[src/sv/adcscan_pkg.sv]
// ----------------------------------------------------------------------------
// adcscan_pkg
// Shared types and constants for the converter scan sequencer.
// ----------------------------------------------------------------------------
package adcscan_pkg;

	// Geometry
	localparam int CHANNELS    = 6;
	localparam int CH_BITS     = 3;
	localparam int SAMPLE_BITS = 10;
	localparam int DB_BITS     = 10;

	typedef logic [CH_BITS-1:0]     ch_t;
	typedef logic [SAMPLE_BITS-1:0] sample_t;
	typedef logic [DB_BITS-1:0]     db_t;
	typedef logic [CHANNELS-1:0]    ch_mask_t;

	// Operation codes
	localparam logic OP_CONVERT = 1'b0;
	localparam logic OP_ACK     = 1'b1;

	// Register indexes
	localparam logic REG_ENABLE   = 1'b0;
	localparam logic REG_DEADBAND = 1'b1;

	localparam int   CFG_BITS       = 10;
	localparam db_t  DEADBAND_RESET = db_t'(2);

	typedef logic [CFG_BITS-1:0] cfg_data_t;

	// Request payload
	typedef struct packed {
		logic    operation;
		sample_t sample;
		ch_t     query_channel;
	} req_t;

	// Result payload
	typedef struct packed {
		logic    kept;
		logic    restart;
		ch_t     sampled_channel;
		logic    changed;
		ch_t     next_channel;
		logic    data_ready;
		sample_t query_reading;
	} rsp_t;

	// Control from the sequencer to the reading lanes
	typedef struct packed {
		logic    write_en;
		ch_t     cur;
		ch_t     query;
		sample_t sample;
	} lane_ctrl_t;

endpackage

[src/sv/adcscan_lanes.sv]
// ----------------------------------------------------------------------------
// adcscan_lanes
// Per-channel stored readings, each with its own deadband compare.
// ----------------------------------------------------------------------------
module adcscan_lanes (
	input  logic                    clk,
	input  logic                    arst_n,
	input  adcscan_pkg::lane_ctrl_t ctrl,
	input  adcscan_pkg::db_t        deadband,
	output logic                    changed,
	output adcscan_pkg::sample_t    query_reading
);
	import adcscan_pkg::*;

	sample_t  reading_q [CHANNELS];
	ch_mask_t upd;

	// One lane per channel: difference against the new sample, update when selected
	always_comb begin
		for (int c = 0; c < CHANNELS; c++) begin
			sample_t diff;
			diff = (reading_q[c] > ctrl.sample) ? reading_q[c] - ctrl.sample
			                                    : ctrl.sample - reading_q[c];
			upd[c] = ctrl.write_en && (ctrl.cur == ch_t'(c)) && (diff > deadband);
		end
	end

	assign changed = |upd;

	always_ff @(posedge clk or negedge arst_n) begin
		if (!arst_n) begin
			for (int c = 0; c < CHANNELS; c++) reading_q[c] <= '0;
		end else begin
			for (int c = 0; c < CHANNELS; c++) begin
				if (upd[c]) reading_q[c] <= ctrl.sample;
			end
		end
	end

	// Query sees the reading after this item's update
	always_comb begin
		if (ctrl.query < ch_t'(CHANNELS)) begin
			query_reading = upd[ctrl.query] ? ctrl.sample : reading_q[ctrl.query];
		end else begin
			query_reading = '0;
		end
	end

endmodule

[src/sv/adc_scan_sequencer_deadband_top.sv]
// ----------------------------------------------------------------------------
// adc_scan_sequencer_deadband_top
// Round-robin converter scan sequencer: dummy discard, deadband update,
// data-ready handshake and reading query.
// ----------------------------------------------------------------------------
//  channel   direction  handshake            payload
//  req       in         req_valid/req_stall  req_data (req_t)
//  rsp       out        rsp_valid/rsp_stall  rsp_data (rsp_t)
//  cfg       in         cfg_valid/cfg_ready  cfg_index, cfg_data
//
//  One request per cycle while req_stall is low; each request passes through
//  the input register, then the result register, before its result is valid.
//  Reset clears readings, scan state, enable mask and sets deadband to 2.
//  A skid register behind the result register lets one more request in while
//  a result is stalled; req_stall rises only when the skid is also full.
//  cfg_ready is always high.
// ----------------------------------------------------------------------------
module adc_scan_sequencer_deadband_top (
	input  logic                   clk,
	input  logic                   arst_n,
	input  logic                   req_valid,
	output logic                   req_stall,
	input  adcscan_pkg::req_t      req_data,
	output logic                   rsp_valid,
	input  logic                   rsp_stall,
	output adcscan_pkg::rsp_t      rsp_data,
	input  logic                   cfg_valid,
	output logic                   cfg_ready,
	input  logic                   cfg_index,
	input  adcscan_pkg::cfg_data_t cfg_data
);
	import adcscan_pkg::*;

	// Configuration
	ch_mask_t enable_q;
	db_t      deadband_q;

	// Scan state
	ch_t  cur_q;
	logic dummy_q;
	logic ready_q;

	// Pipeline and output registers
	logic v_s1;
	req_t req_s1;
	logic rsp_v_q, skid_v_q;
	rsp_t rsp_q, skid_q;

	logic       fire, is_ack, is_dummy, is_keep;
	ch_t        pick, next_cur;
	rsp_t       res;
	lane_ctrl_t lane_ctrl;
	logic       lane_changed;
	sample_t    lane_query;

	assign cfg_ready = 1'b1;

	// Register writes
	always_ff @(posedge clk or negedge arst_n) begin
		if (!arst_n) begin
			enable_q   <= '0;
			deadband_q <= DEADBAND_RESET;
		end else if (cfg_valid) begin
			unique case (cfg_index)
				REG_ENABLE:   enable_q   <= cfg_data[CHANNELS-1:0];
				REG_DEADBAND: deadband_q <= cfg_data[DB_BITS-1:0];
				default:      ;
			endcase
		end
	end

	// Input register
	assign req_stall = v_s1 && skid_v_q;
	assign fire      = v_s1 && !skid_v_q;

	always_ff @(posedge clk or negedge arst_n) begin
		if (!arst_n) begin
			v_s1 <= 1'b0;
		end else if (!req_stall) begin
			v_s1 <= req_valid;
		end
	end

	always_ff @(posedge clk) begin
		if (!req_stall && req_valid) req_s1 <= req_data;
	end

	// Item decode
	assign is_ack   = (req_s1.operation == OP_ACK);
	assign is_dummy = !is_ack && !dummy_q;
	assign is_keep  = !is_ack && dummy_q;

	// Rotating priority search from the channel after the current one
	always_comb begin
		pick = cur_q;
		for (int i = CHANNELS; i >= 1; i--) begin
			logic [CH_BITS:0] sum;
			ch_t              c;
			sum = {1'b0, cur_q} + (CH_BITS+1)'(i);
			if (sum >= (CH_BITS+1)'(CHANNELS)) sum = sum - (CH_BITS+1)'(CHANNELS);
			c = sum[CH_BITS-1:0];
			if (enable_q[c]) pick = c;
		end
	end

	assign next_cur = is_keep ? pick : cur_q;

	// Reading lanes
	assign lane_ctrl.write_en = fire && is_keep;
	assign lane_ctrl.cur      = cur_q;
	assign lane_ctrl.query    = req_s1.query_channel;
	assign lane_ctrl.sample   = req_s1.sample;

	adcscan_lanes u_lanes (
		.clk           (clk),
		.arst_n        (arst_n),
		.ctrl          (lane_ctrl),
		.deadband      (deadband_q),
		.changed       (lane_changed),
		.query_reading (lane_query)
	);

	// Result word
	always_comb begin
		res.kept            = is_keep;
		res.restart         = is_dummy;
		res.sampled_channel = is_ack ? '0 : cur_q;
		res.changed         = lane_changed;
		res.next_channel    = next_cur;
		res.data_ready      = is_ack ? 1'b0 : (is_keep ? 1'b1 : ready_q);
		res.query_reading   = lane_query;
	end

	// Scan state update
	always_ff @(posedge clk or negedge arst_n) begin
		if (!arst_n) begin
			cur_q   <= '0;
			dummy_q <= 1'b0;
			ready_q <= 1'b0;
		end else if (fire) begin
			cur_q   <= next_cur;
			ready_q <= res.data_ready;
			if (!is_ack) dummy_q <= !dummy_q;
		end
	end

	// Result register with skid
	always_ff @(posedge clk or negedge arst_n) begin
		if (!arst_n) begin
			rsp_v_q  <= 1'b0;
			skid_v_q <= 1'b0;
		end else if (!rsp_v_q || !rsp_stall) begin
			rsp_v_q  <= skid_v_q || fire;
			skid_v_q <= 1'b0;
		end else if (fire) begin
			skid_v_q <= 1'b1;
		end
	end

	always_ff @(posedge clk) begin
		if (!rsp_v_q || !rsp_stall) begin
			if (skid_v_q)  rsp_q <= skid_q;
			else if (fire) rsp_q <= res;
		end else if (fire) begin
			skid_q <= res;
		end
	end

	assign rsp_valid = rsp_v_q;
	assign rsp_data  = rsp_q;

endmodule
[config.mk]
export PLATFORM = sky130hd
export DESIGN_NAME = adc_scan_sequencer_deadband_top
export DESIGN_NICKNAME = d
export VERILOG_FILES = /design/src/sv/adcscan_pkg.sv /design/src/sv/adcscan_lanes.sv /design/src/sv/adc_scan_sequencer_deadband_top.sv
export SDC_FILE = /design/constraint.sdc
export NUM_CORES = 1
export LEC_CHECK = 0
export BUFFER_PORTS_ARGS = -buffer_cell sky130_fd_sc_hd__buf_2
export CORE_MARGIN = 2
export CORE_UTILIZATION = 45
export DETAILED_ROUTE_END_ITERATION = 12
export RECOVER_POWER = 50
export SYNTH_ARGS = -nofsm -noshare
export SYNTH_HDL_FRONTEND = slang
export SYNTH_HIERARCHICAL = 1
export SYNTH_SLANG_ARGS = --single-unit
[constraint.sdc]
create_clock -name clk -period 5.3 [get_ports clk]
set_input_delay 1.06 -clock clk [delete_from_list [all_inputs] [get_ports clk]]
set_output_delay 1.06 -clock clk [all_outputs]
set_load 0.005 [all_outputs]
Yosys cells after proc, flatten, opt, wreduce, memory -nomap -nowiden
Cells that the tools add are included.
W data, S select, Z words.

storage, ports and cells
  register bits = 138
  input port bits = 30
  word-level logic and storage cells = 171

operators by class
  magnitude comparators = 27
  reductions and logical operators = 35
  equality and inequality tests = 5
  multiplexer cells = 45
  bitwise operators = 4
  add/subtract/negate cells = 24

operators with widths
  operator               number
  $gt A10 B10 Y1         12
  $sub A10 B10 Y10       12
  $mux W10               10
  $mux W3                14
  $mux W20               2
  $bmux W10 S3           1
  $lt A3 B4 Y1 const B   7
  $ge A4 B3 Y1 const B   6
  $bmux W1 S3            7
  $logic_and A1 B1 Y1    18
  $sub A3 B3 Y3 const B  6
  $add A3 B3 Y4 const B  3
  $mux W1                11
  $reduce_and A2 Y1      5
  $add A3 B2 Y4 const B  2
  $eq A3 B2 Y1 const B   2
  $eq A3 B3 Y1 const B   2
  $logic_not A1 Y1       6
  $reduce_or A6 Y1       1
  $add A3 B1 Y4 const B  1
  $ge A4 B4 Y1 const B   1
  $not A3 Y4             1
  $reduce_bool A2 Y1     2
  $eq A3 B1 Y1 const B   1
  4 further kinds        7

Depth between registers and ports, before layout
Gate-level depths: netlist of the first run.

  depth in word-level cells = 14
  gate-level depth with buffers = 24
  depth with buffers taken out = 22

Modules after synthesis
The synthesis of the first run kept the hierarchy.

modules (own cells, without submodules)
  module                           times used  area an instance (um^2)  cells each
  adcscan_lanes                    1           8876.0                   1051
  adc_scan_sequencer_deadband_top  1           3875.0                   291

Worst setup path before layout of the first run
OpenSTA, ideal clock, no wires.

  kind = register to register
  start = reg req_s1, in the netlist lane_ctrl[1]
  end = reg rsp_q, in the netlist rsp_data[7] (data pin)
  arrival time = 5.477 ns
  library setup time = 0.260 ns
  cell stages (with the launch flop) = 23
  required time = 5.040 ns
  clock period less this slack = 5.737 ns
  path slack = -0.437 ns
  path through = edfxtp_1 > inv_1 > fa_1 > a211oi_1 > o21ai_0 > a21oi_1 > o21ai_1 > buf_6 > mux2_4 > a221o_1 > a31oi_1 > xnor2_1 > ha_1 > a21o_1 > a21oi_1 > o32ai_1 > o31ai_1 > o21ai_0 > o32ai_1 > clkbuf_1 > o221ai_1 > o21a_1 > mux2_2

on the way
  word-level cells in the longest chain between the ends = 10

ends and longest elaborated chain
  item                                      line                                    text
  start, declared                           adc_scan_sequencer_deadband_top.sv:45   req_t req_s1;
  start signal, assigned                    adc_scan_sequencer_deadband_top.sv:85   if (!req_stall && req_valid) req_s1 <= req_data;
  $sub A10 B10 Y10 (tied with other cells)  adcscan_lanes.sv:23                     : ctrl.sample - reading_q[c];
  $mux W10                                  adcscan_lanes.sv:22                     diff = (reading_q[c] > ctrl.sample) ? reading_q[c] - ctrl.sample
  $gt A10 B10 Y1                            adcscan_lanes.sv:24                     upd[c] = ctrl.write_en && (ctrl.cur == ch_t'(c)) && (diff > deadband);
  $logic_and A1 B1 Y1                       adcscan_lanes.sv:24
  $bmux W1 S3 *                             adcscan_lanes.sv:43                     query_reading = upd[ctrl.query] ? ctrl.sample : reading_q[ctrl.query];
  $mux W1 (not written as such) *           adcscan_lanes.sv:43
  $mux W10 *                                adcscan_lanes.sv:43
  $mux W10 *                                adcscan_lanes.sv:42                     if (ctrl.query < ch_t'(CHANNELS)) begin
  named net lane_query[7]                   adc_scan_sequencer_deadband_top.sv:54   sample_t lane_query;
  $mux W20 *                                adc_scan_sequencer_deadband_top.sv:163  else if (fire) rsp_q <= res;
  $mux W20 *                                adc_scan_sequencer_deadband_top.sv:162  if (skid_v_q) rsp_q <= skid_q;
  end signal, assigned                      adc_scan_sequencer_deadband_top.sv:162
  end signal, assigned                      adc_scan_sequencer_deadband_top.sv:163
  end, declared                             adc_scan_sequencer_deadband_top.sv:47   rsp_t rsp_q, skid_q;

The timed path passes the listed nets; every way through them passes the cells marked *. The select of a mux whose other input is x is not followed.
A chain may end at the register's enable or synchronous reset.

Final worst setup path of the first run
  start = reg req_s1, in the netlist lane_ctrl[0]
  end = reg rsp_q, in the netlist rsp_data[9] (data pin)

The elaborated chain is that of the path after synthesis.

==> impl_metrics.env, run 1 <==
export IMPL_io_buffers=51
export IMPL_cts_buffers=17
export IMPL_setup_violations=8
export IMPL_antenna_found_initial=0
export IMPL_grt_overflow=0
export IMPL_endpoint_kind="flop"
export IMPL_synthCells=1342
export IMPL_dieArea_um2=29700
export IMPL_coreArea_um2=27900
export IMPL_yosysTopAreaCellShare_pct=18.1
export IMPL_hold_buffers=0
export IMPL_yosysSeqAreaShare_pct=29.2
export IMPL_synth_nets=1568
export IMPL_fp_dieW_um=172
export IMPL_fin_util_pct=56.8
export IMPL_maxCapViolCount=1
export IMPL_violations="max-capacitance violations, max-slew violations, negative setup slack"
export IMPL_cp_common_cell="a21oi_2"
export IMPL_std_cell_rows=61
export IMPL_cp_start_kind="flop"
export IMPL_grt_pass1_wl_mm=62.6
export IMPL_crit_cells=25
export IMPL_grt_usage_pct=28.3
export IMPL_synth_seq_cells=138
export IMPL_htreeDepth=4
export IMPL_tns_ns=-0.146
export IMPL_cts_buffer_depth=2
export IMPL_io_pins=53
export IMPL_postSynthAreaPerCell_um2=9.50
export IMPL_synth_area_um2=12800
export IMPL_placed_area_um2=14600
export IMPL_drc=0
export IMPL_switching_power_uw=4060
export IMPL_endpoint="rsp_data[9]$_DFFE_PP_"
export IMPL_wl_per_cell_um=21.2
export IMPL_dpl_cell_count=1866
export IMPL_ir_worst_vdd_v=0.000276
export IMPL_synth_top_flop_cell="dfrtp_1"
export IMPL_rsz0062_at_grt="true"
export IMPL_area_delta_synth_final_pct=24.1
export IMPL_p_leak_uw=0.00708
export IMPL_critPathMaxStageDelay_ns=0.44
export IMPL_crit_type="flop to flop"
export IMPL_r2r_end="rsp_data[9]$_DFFE_PP_"
export IMPL_drv_slew=63
export IMPL_async_reset_ff_share_pct=60.9
export IMPL_yosysTopAreaCell="ha_1"
export IMPL_worstPathMaxFanout=10
export IMPL_fin_nets=1759
export IMPL_synth_warnings=6
export IMPL_worstPathArrival_ns=5.53
export IMPL_fin_skew_ns=0.0128
export IMPL_nFillCells=2487
export IMPL_drt_iter0_markers=826
export IMPL_cpMaxStageDelayCell="edfxtp_1"
export IMPL_gp_congestion=0.941
export IMPL_fmax_mhz=187
export IMPL_swShare_pct=45.5
export IMPL_vias_per_cell=5.79
export IMPL_synthTopCellsByArea="ha_1, dfrtp_1, edfxtp_1"
export IMPL_fin_ws_ns=-0.0538
export IMPL_timing_rr_start="lane_ctrl[0]$_DFFE_PP_"
export IMPL_synth_most_common_cell="ha_1"
export IMPL_cts_sink_count=138
export IMPL_p_clk_share_pct=13.4
export IMPL_post_route_period_util_pct=101
export IMPL_grt_pass1_vias=10900
export IMPL_multi_input_area_um2=8830
export IMPL_power_frac_comb_pct=67.0
export IMPL_synth_edff_count=54
export IMPL_crit_start="lane_ctrl[0]$_DFFE_PP_"
export IMPL_drtAntennaViolNets=0
export IMPL_path_delay_family="compound AO/OA/AOI/OAI gates"
export IMPL_yosys_cell_types_count=90
export IMPL_power_density_nw_per_um2=564
export IMPL_power_frac_seq_pct=19.6
export IMPL_clk_pin_slew_ns=0.07
export IMPL_cts_tree="built"
export IMPL_first_pass_iters=7
export IMPL_worst_path_buf_inv=5
export IMPL_slew_headroom_pct=-156
export IMPL_cp_required_ns=5.48
export IMPL_hold_viol_final=0
export IMPL_dieHeight_um=172
export IMPL_seq_area_um2=3720
export IMPL_place_ws_ns=-0.194
export IMPL_hpwl_mm=30.5
export IMPL_r2r_slack_ns=-0.05
export IMPL_stdcell_count=1924
export IMPL_synth_commonest_cells="ha_1, inv_1, nand2_1"
export IMPL_insertion_delay_ns=0.43
export IMPL_ff2ff_path_depth=25
export IMPL_period_minus_slack_ns=5.35
export IMPL_routed_via_count=11100
export IMPL_worst_pin_slew_ns=3.84
export IMPL_min_path_type="flop to flop"
export IMPL_routed_wl_mm=40.8
export IMPL_fin_area_um2=15800
export IMPL_p_int_uw=4870
export IMPL_outcome="complete, but fails checks"
export IMPL_drive_gt1_share_pct=27.7
export IMPL_initial_utilization_pct=45.8
export IMPL_root_buffer="clkbuf_16"
export IMPL_grt_start_max_net_pins=63
export IMPL_antenna_cells=0
## state kept, by name (all words and copies together), names as in the netlist, 3 cells and up
register / flops
cur_q: 3
deadband_q: 10
enable_q: 6
lane_ctrl: 13
rsp_data: 20
skid_q: 20
u_lanes/reading_q: 60
## through the flow
stage / hold slack, ns / power (µW)
after floorplan: 0.451 / 5580
after global placement: 0.463 / 7160
after detailed placement: 0.475 / 7250
after CTS: 0.490 / 8760
after global routing: 0.521 / 9650
final: 0.482 / 8930
## layer usage
layer	vias up	routed length, µm	GRT usage (%)
li1	5269	-	-
met1	5350	18000	37.7
met2	425	18600	46.1
met3	91	2520	4.30
met4	0	1680	11.5
met5	-	0	0
## timing repair
action	in CTS	in global routing
pin swaps	20	23
buffers inserted	17	9
resized for setup	64	30
setup endpoints to repair	10	20
cloned	2	0
## worst min-delay path, stage by stage, from the launching register on
cell	delay, ns
dfrtp_1	0.34
nand2_1	0.04
o21ai_0	0.06
## cell families (layout without fill, tap and decap cells)
logic type,Yosys count,in the layout,share of synthesized area (%)
mux,109,109,10.4
fa+ha+maj,197,197,20.0
simple gates,285,285,11.1
xor+xnor,57,57,3.97
buf+inv,176,380,5.77
other cells,1,1,0.0294
flops,138,138,29.2
compound gates,379,379,19.5
## cells in the final DEF, fill, tap and decap left out, types with 9 or more instances in the layout
cell type  count
buf_4        155
nand3_1       13
mux4_2        10
a21oi_2       15
a21oi_1       83
xor2_1        21
nor2b_1       16
a21o_1        49
nor2_1        36
nand4_1       29
nand2b_1      10
buf_2         49
mux2i_1       39
o31ai_1        9
o21ai_0       82
dfrtp_1       83
o21bai_1      19
xnor2_1       35
clkbuf_16     17
o21a_1        14
edfxtp_1      54
inv_1        114
nor3_1        17
mux2_4        14
ha_1         177
buf_12        11
mux2_2        43
nand2_1      113
## cell type report
cell class                      instances  area share [%]
Inverter                              121            2.92
Clock inverter                         14           0.862
Sequential cell                       138            23.5
Tap cell                              378            2.99
Multi-Input combinational cell       1028            55.8
Timing Repair Buffer                  227            11.2
Clock buffer                           18            2.71
## worst min path at each step
stage	start	end	cells past startpoint
global placement	ready_q$_DFFE_PN0P_	ready_q$_DFFE_PN0P_	2
finish	ready_q$_DFFE_PN0P_	ready_q$_DFFE_PN0P_	2
global route	deadband_q[6]$_DFFE_PN0P_	deadband_q[6]$_DFFE_PN0P_	1
detailed placement	ready_q$_DFFE_PN0P_	ready_q$_DFFE_PN0P_	2
CTS	ready_q$_DFFE_PN0P_	ready_q$_DFFE_PN0P_	2
floorplan	ready_q$_DFFE_PN0P_	ready_q$_DFFE_PN0P_	2
## power groups by stage
stage / Clock (µW) / Combinational, µW / Sequential [µW]
5_1_grt: 1260 / 6600 / 1790
3_5_place_dp: 0 / 5500 / 1760
4_1_cts: 1220 / 5800 / 1740
6_report: 1190 / 5980 / 1750
2_1_floorplan: 0 / 3950 / 1630
3_3_place_gp: 0 / 5420 / 1750
Note: power is estimated with default switching activity, not from simulation.
==> run 2: changes to the inputs <==
- clock period: 5.3 -> 4.4 ns (I/O delays scaled with it)
==> impl_metrics.env, run 2 (synthesis results as in run 1) <==
export IMPL_p_int_uw=6600
export IMPL_initial_utilization_pct=45.8
export IMPL_hold_viol_final=0
export IMPL_fin_skew_ns=0.0137
export IMPL_p_leak_uw=0.00825
export IMPL_switching_power_uw=5310
export IMPL_critPathMaxStageDelay_ns=0.41
export IMPL_fin_area_um2=17900
export IMPL_slew_headroom_pct=-23.4
export IMPL_violations="max-capacitance violations, max-slew violations, negative setup slack"
export IMPL_cts_buffer_depth=2
export IMPL_grtUsageMet1_pct=37.2
export IMPL_setup_violations=53
export IMPL_area_delta_synth_final_pct=40.6
export IMPL_cts_buffers=17
export IMPL_endpoint_kind="flop"
export IMPL_whs_ns=0.497
export IMPL_worstPathMaxFanout=8
export IMPL_routed_via_count=12000
export IMPL_grt_overflow=0
export IMPL_min_path_type="flop to flop"
export IMPL_worst_pin_slew_ns=1.85
export IMPL_drtAntennaViolNets=0
export IMPL_drt_iter0_markers=885
export IMPL_cp_start_kind="flop"
export IMPL_fin_ws_ns=-0.968
export IMPL_worstPathArrival_ns=5.55
export IMPL_drc=0
export IMPL_std_cell_rows=61
export IMPL_multi_input_area_um2=9270
export IMPL_first_pass_iters=5
export IMPL_endpoint="rsp_data[3]$_DFFE_PP_"
export IMPL_post_route_period_util_pct=122
export IMPL_dieArea_um2=29700
export IMPL_clk_pin_slew_ns=0.07
export IMPL_fin_nets=1942
export IMPL_outcome="complete, but fails checks"
export IMPL_r2r_end="rsp_data[3]$_DFFE_PP_"
export IMPL_power_density_nw_per_um2=664
export IMPL_seq_area_um2=3720
export IMPL_p_clk_share_pct=12.0
export IMPL_cp_required_ns=4.59
export IMPL_maxCapViolCount=1
export IMPL_fin_util_pct=64.4
export IMPL_drv_slew=67
export IMPL_place_ws_ns=-0.866
export IMPL_coreArea_um2=27900
export IMPL_r2r_slack_ns=-0.97
export IMPL_gp_congestion=0.950
export IMPL_grt_usage_pct=29.0
export IMPL_period_minus_slack_ns=5.37
export IMPL_grt_pass1_vias=11600
export IMPL_root_buffer="clkbuf_16"
export IMPL_regMostFlops="u_lanes/reading_q"
export IMPL_ff2ff_path_depth=22
export IMPL_antenna_cells=0
export IMPL_drive_gt1_share_pct=39.3
export IMPL_cpMaxStageDelayCell="fa_2"
export IMPL_cts_sink_count=138
export IMPL_crit_start="lane_ctrl[1]$_DFFE_PP_"
export IMPL_ir_worst_vdd_v=0.000358
export IMPL_fmax_mhz=186
export IMPL_rsz0062_at_grt="true"
export IMPL_vias_per_cell=5.67
export IMPL_routed_wl_mm=44.5
export IMPL_crit_type="flop to flop"
export IMPL_power_frac_comb_pct=71.3
export IMPL_antenna_found_initial=0
export IMPL_dpl_cell_count=2016
export IMPL_swShare_pct=44.6
export IMPL_met3_usage_pct=4.53
export IMPL_stdcell_count=2107
export IMPL_final_cell_mix="buf_4, ha_1, inv_1, nand2_1, dfrtp_1"
export IMPL_grt_start_max_net_pins=67
export IMPL_placed_area_um2=15800
export IMPL_busiest_layer="met2"
export IMPL_wl_per_cell_um=21.1
export IMPL_nFillCells=2218
export IMPL_power_frac_seq_pct=16.7
export IMPL_hpwl_mm=31.3
export IMPL_final_common_cell="buf_4"
export IMPL_fp_dieW_um=172
export IMPL_insertion_delay_ns=0.44
export IMPL_io_buffers=51
export IMPL_grt_pass1_wl_mm=64.4
export IMPL_cts_tree="built"
export IMPL_timing_rr_start="lane_ctrl[1]$_DFFE_PP_"
export IMPL_dieHeight_um=172
export IMPL_largest_reg_flops=60
export IMPL_io_pins=53
export IMPL_htreeDepth=4
export IMPL_grtUsageMet2_pct=49.3
export IMPL_path_cells="clkinvlp_4 -> buf_12 -> fa_2 -> a21oi_4 -> o211ai_1 -> o22ai_2 -> o21ai_4 -> mux2_4 -> a221oi_2 -> o21ai_1 -> xor2_1 -> ha_1 -> a21o_1 -> a21o_1 -> a21o_1 -> buf_6 -> o31a_1 -> mux2_4 -> o32a_1 -> o22ai_1 -> a21oi_1 -> mux2_4"
## run 2: what timing repair did
| item | CTS | global route |
|---|---|---|
| hold buffers | 0 | 0 |
| hold endpoints to repair | 0 | 0 |
| setup buffers | 18 | 31 |
| gates cloned | 4 | 12 |
| pin swaps | 20 | 64 |
| resized for setup | 60 | 173 |
| setup endpoints to repair | 43 | 82 |
## run 2: worst min-delay path by stage
stage / start / cells past startpoint / endpoint / slack (ns)
after floorplan: ready_q$_DFFE_PN0P_ / 2 / ready_q$_DFFE_PN0P_ / 0.45
after global placement: ready_q$_DFFE_PN0P_ / 2 / ready_q$_DFFE_PN0P_ / 0.46
after detailed placement: ready_q$_DFFE_PN0P_ / 2 / ready_q$_DFFE_PN0P_ / 0.49
after CTS: ready_q$_DFFE_PN0P_ / 2 / ready_q$_DFFE_PN0P_ / 0.50
after global routing: deadband_q[8]$_DFFE_PN0P_ / 1 / deadband_q[8]$_DFFE_PN0P_ / 0.53
final: ready_q$_DFFE_PN0P_ / 2 / ready_q$_DFFE_PN0P_ / 0.50
## run 2: metal layers
metal | vias to the layer above | share of wire, %
met5 | - | 0
met2 | 421 | 47
met3 | 107 | 6.6
met4 | 0 | 4.9
met1 | 5780 | 41
li1 | 5645 | -
## run 2: final cells by class
cell class | count | share of cell area, %
clock buffer | 17 | 2.37
inverter | 121 | 2.58
timing repair buffer | 409 | 19.2
sequential | 138 | 20.8
tap | 378 | 2.64
multi-input combinational | 1029 | 51.7
clock inverter | 15 | 0.740
## run 2: through the flow
step                      setup TNS [ns]  power [µW]
final                             -21.29       11900
after global routing              -32.10       12800
after CTS                         -15.91       11200
after detailed placement          -16.24        9510
after global placement            -13.74        9360
after floorplan                   -28.36        6830
## run 2: worst max-delay path: cells and delay by family (launching register included)
| kind | cells | cell delay [ns] |
|---|---|---|
| AO/OA/AOI/OAI | 13 | 2.46 |
| buffers and inverters | 3 | 0.43 |
| adder cells (fa/ha/maj) | 2 | 0.72 |
| flip-flops | 1 | 0.40 |
| XOR/XNOR | 1 | 0.18 |
| multiplexers | 3 | 0.91 |
## run 2: power by group through the flow
| stage | registers [µW] | clock network, µW | logic (µW) |
|---|---|---|---|
| after floorplan | 1970 | 0 | 4870 |
| after global placement | 1980 | 0 | 7380 |
| after detailed placement | 1990 | 0 | 7520 |
| after CTS | 1970 | 1440 | 7760 |
| after global routing | 2020 | 1500 | 9260 |
| final | 1990 | 1430 | 8490 |
==> run 3: changes to the inputs <==
- RECOVER_POWER: 50 -> not set
==> impl_metrics.env, run 3 (synthesis results as in run 1) <==
export IMPL_cts_buffer_depth=2
export IMPL_stdcell_count=2107
export IMPL_endpoint_kind="flop"
export IMPL_dieArea_um2=29700
export IMPL_dpl_cell_count=2016
export IMPL_antenna_cells=0
export IMPL_std_cell_rows=61
export IMPL_ir_worst_vdd_v=0.000357
export IMPL_htreeDepth=4
export IMPL_min_delay_start="ready_q$_DFFE_PN0P_"
export IMPL_crit_type="flop to flop"
export IMPL_cp_start_kind="flop"
export IMPL_worstPathArrival_ns=5.58
export IMPL_worstPathMaxFanout=8
export IMPL_drive_gt1_share_pct=39.5
export IMPL_fin_ws_ns=-0.989
export IMPL_drt_iter0_markers=795
export IMPL_timing_rr_start="lane_ctrl[1]$_DFFE_PP_"
export IMPL_clk_pin_slew_ns=0.07
export IMPL_hpwl_mm=31.3
export IMPL_grt_usage_pct=29.0
export IMPL_outcome="complete, but fails checks"
export IMPL_whs_ns=0.497
export IMPL_first_pass_iters=6
export IMPL_gp_congestion=0.950
export IMPL_fmax_mhz=186
export IMPL_antenna_found_initial=0
export IMPL_io_buffers=51
export IMPL_post_route_period_util_pct=122
export IMPL_crit_start="lane_ctrl[1]$_DFFE_PP_"
export IMPL_coreArea_um2=27900
export IMPL_drc=0
export IMPL_drv_slew=0
export IMPL_routed_wl_mm=44.5
export IMPL_worst_pin_slew_ns=1.13
export IMPL_p_leak_uw=0.00826
export IMPL_grt_overflow=0
export IMPL_period_minus_slack_ns=5.39
export IMPL_insertion_delay_ns=0.43
export IMPL_fin_skew_ns=0.0112
export IMPL_initial_utilization_pct=45.8
export IMPL_cts_tree="built"
export IMPL_final_common_cell="buf_4"
export IMPL_routed_via_count=12000
export IMPL_tns_ns=-21.32
export IMPL_nFillCells=2217
export IMPL_area_delta_synth_final_pct=40.7
export IMPL_root_buffer="clkbuf_16"
export IMPL_io_pins=53
export IMPL_hold_buffers=0
export IMPL_final_cell_mix="buf_4, ha_1, inv_1, nand2_1, dfrtp_1"
export IMPL_fin_nets=1942
export IMPL_power_density_nw_per_um2=664
export IMPL_grt_start_max_net_pins=67
export IMPL_wl_per_cell_um=21.1
export IMPL_hold_viol_final=0
export IMPL_drtAntennaViolNets=0
export IMPL_vias_per_cell=5.68
export IMPL_setup_violations=53
export IMPL_maxCapViolCount=0
export IMPL_cts_buffers=17
export IMPL_grt_pass1_wl_mm=64.4
export IMPL_fp_dieW_um=172
export IMPL_violations="negative setup slack"
export IMPL_cp_required_ns=4.59
export IMPL_cts_sink_count=138
export IMPL_regMostFlops="u_lanes/reading_q"
export IMPL_grt_pass1_vias=11600
export IMPL_dieHeight_um=172
export IMPL_min_path_type="flop to flop"
export IMPL_largest_reg_flops=60
export IMPL_rsz0062_at_grt="true"
export IMPL_slew_headroom_pct=24.4
## run 3: changes by cell type in the layout (fill, tap and decap cells not counted), sizes merged
cell	change
clkbuf	-4
buf	+4
## run 3: path summary, 6_finish.rpt
kind                                               endpoint  slack (ns)  cells after the start
setup / recovery                      rsp_data[3]$_DFFE_PP_       -0.99                     22
hold / removal                          ready_q$_DFFE_PN0P_        0.50                      2
setup reg to reg                      rsp_data[3]$_DFFE_PP_       -0.99                     22
hold reg to reg                         ready_q$_DFFE_PN0P_        0.50                      2
max in group asynchronous              cur_q[0]$_DFFE_PN0P_        2.97                      2
min in group asynchronous  u_lanes/reading_q[7]$_DFFE_PN0P_        0.58                      1
## run 3: repair_timing
item / CTS / global route
setup endpoints to repair: 43 / 82
resized for setup: 60 / 173
setup buffers: 18 / 31
cloned: 4 / 12
pin swaps: 20 / 64
## run 3: power breakdown
part           internal, µW  switching [µW]
clock                   744             684
combinational          4150            4340
sequential             1710             280
total                  6600            5310
## run 3: cell type report
class / count / area, µm² / area share, %
clock buffer: 17 / 425 / 2.37
clock inverter: 15 / 133 / 0.739
inverter: 121 / 463 / 2.58
multi-input combinational: 1029 / 9270 / 51.7
sequential: 138 / 3720 / 20.8
tap: 378 / 473 / 2.64
timing repair buffer: 409 / 3450 / 19.3
## run 3: per-stage QoR
stage	util [%]	total power (µW)	setup WS, ns	cell area (µm²)
floorplan	-	6830	-1.10	13000
global placement	56.7	9360	-0.787	15800
detailed placement	56.7	9510	-0.866	15800
CTS	60.5	11200	-0.840	16900
global route	64.4	12800	-1.11	17900
finish	64.4	11900	-0.989	17900
## run 3: per-layer routing
layer | global-route usage [%] | part of all wire, % | up-vias
met2 | 49.3 | 47 | 455
li1 | - | - | 5643
met5 | 0 | 0 | -
met3 | 4.53 | 6.5 | 100
met4 | 11.4 | 4.5 | 0
met1 | 37.2 | 42 | 5774
## run 3: critical path, cell delays in order (launching register included)
cell	delay, ns
edfxtp_1	0.40
clkinvlp_4	0.13
buf_12	0.16
fa_2	0.41
a21oi_4	0.16
o211ai_1	0.12
o22ai_2	0.22
o21ai_4	0.14
mux2_4	0.33
a221oi_2	0.25
o21ai_1	0.11
xor2_1	0.18
ha_1	0.31
a21o_1	0.16
a21o_1	0.18
a21o_1	0.23
buf_6	0.15
o31a_1	0.28
mux2_4	0.27
o32a_1	0.41
o22ai_1	0.14
a21oi_1	0.08
mux2_4	0.31
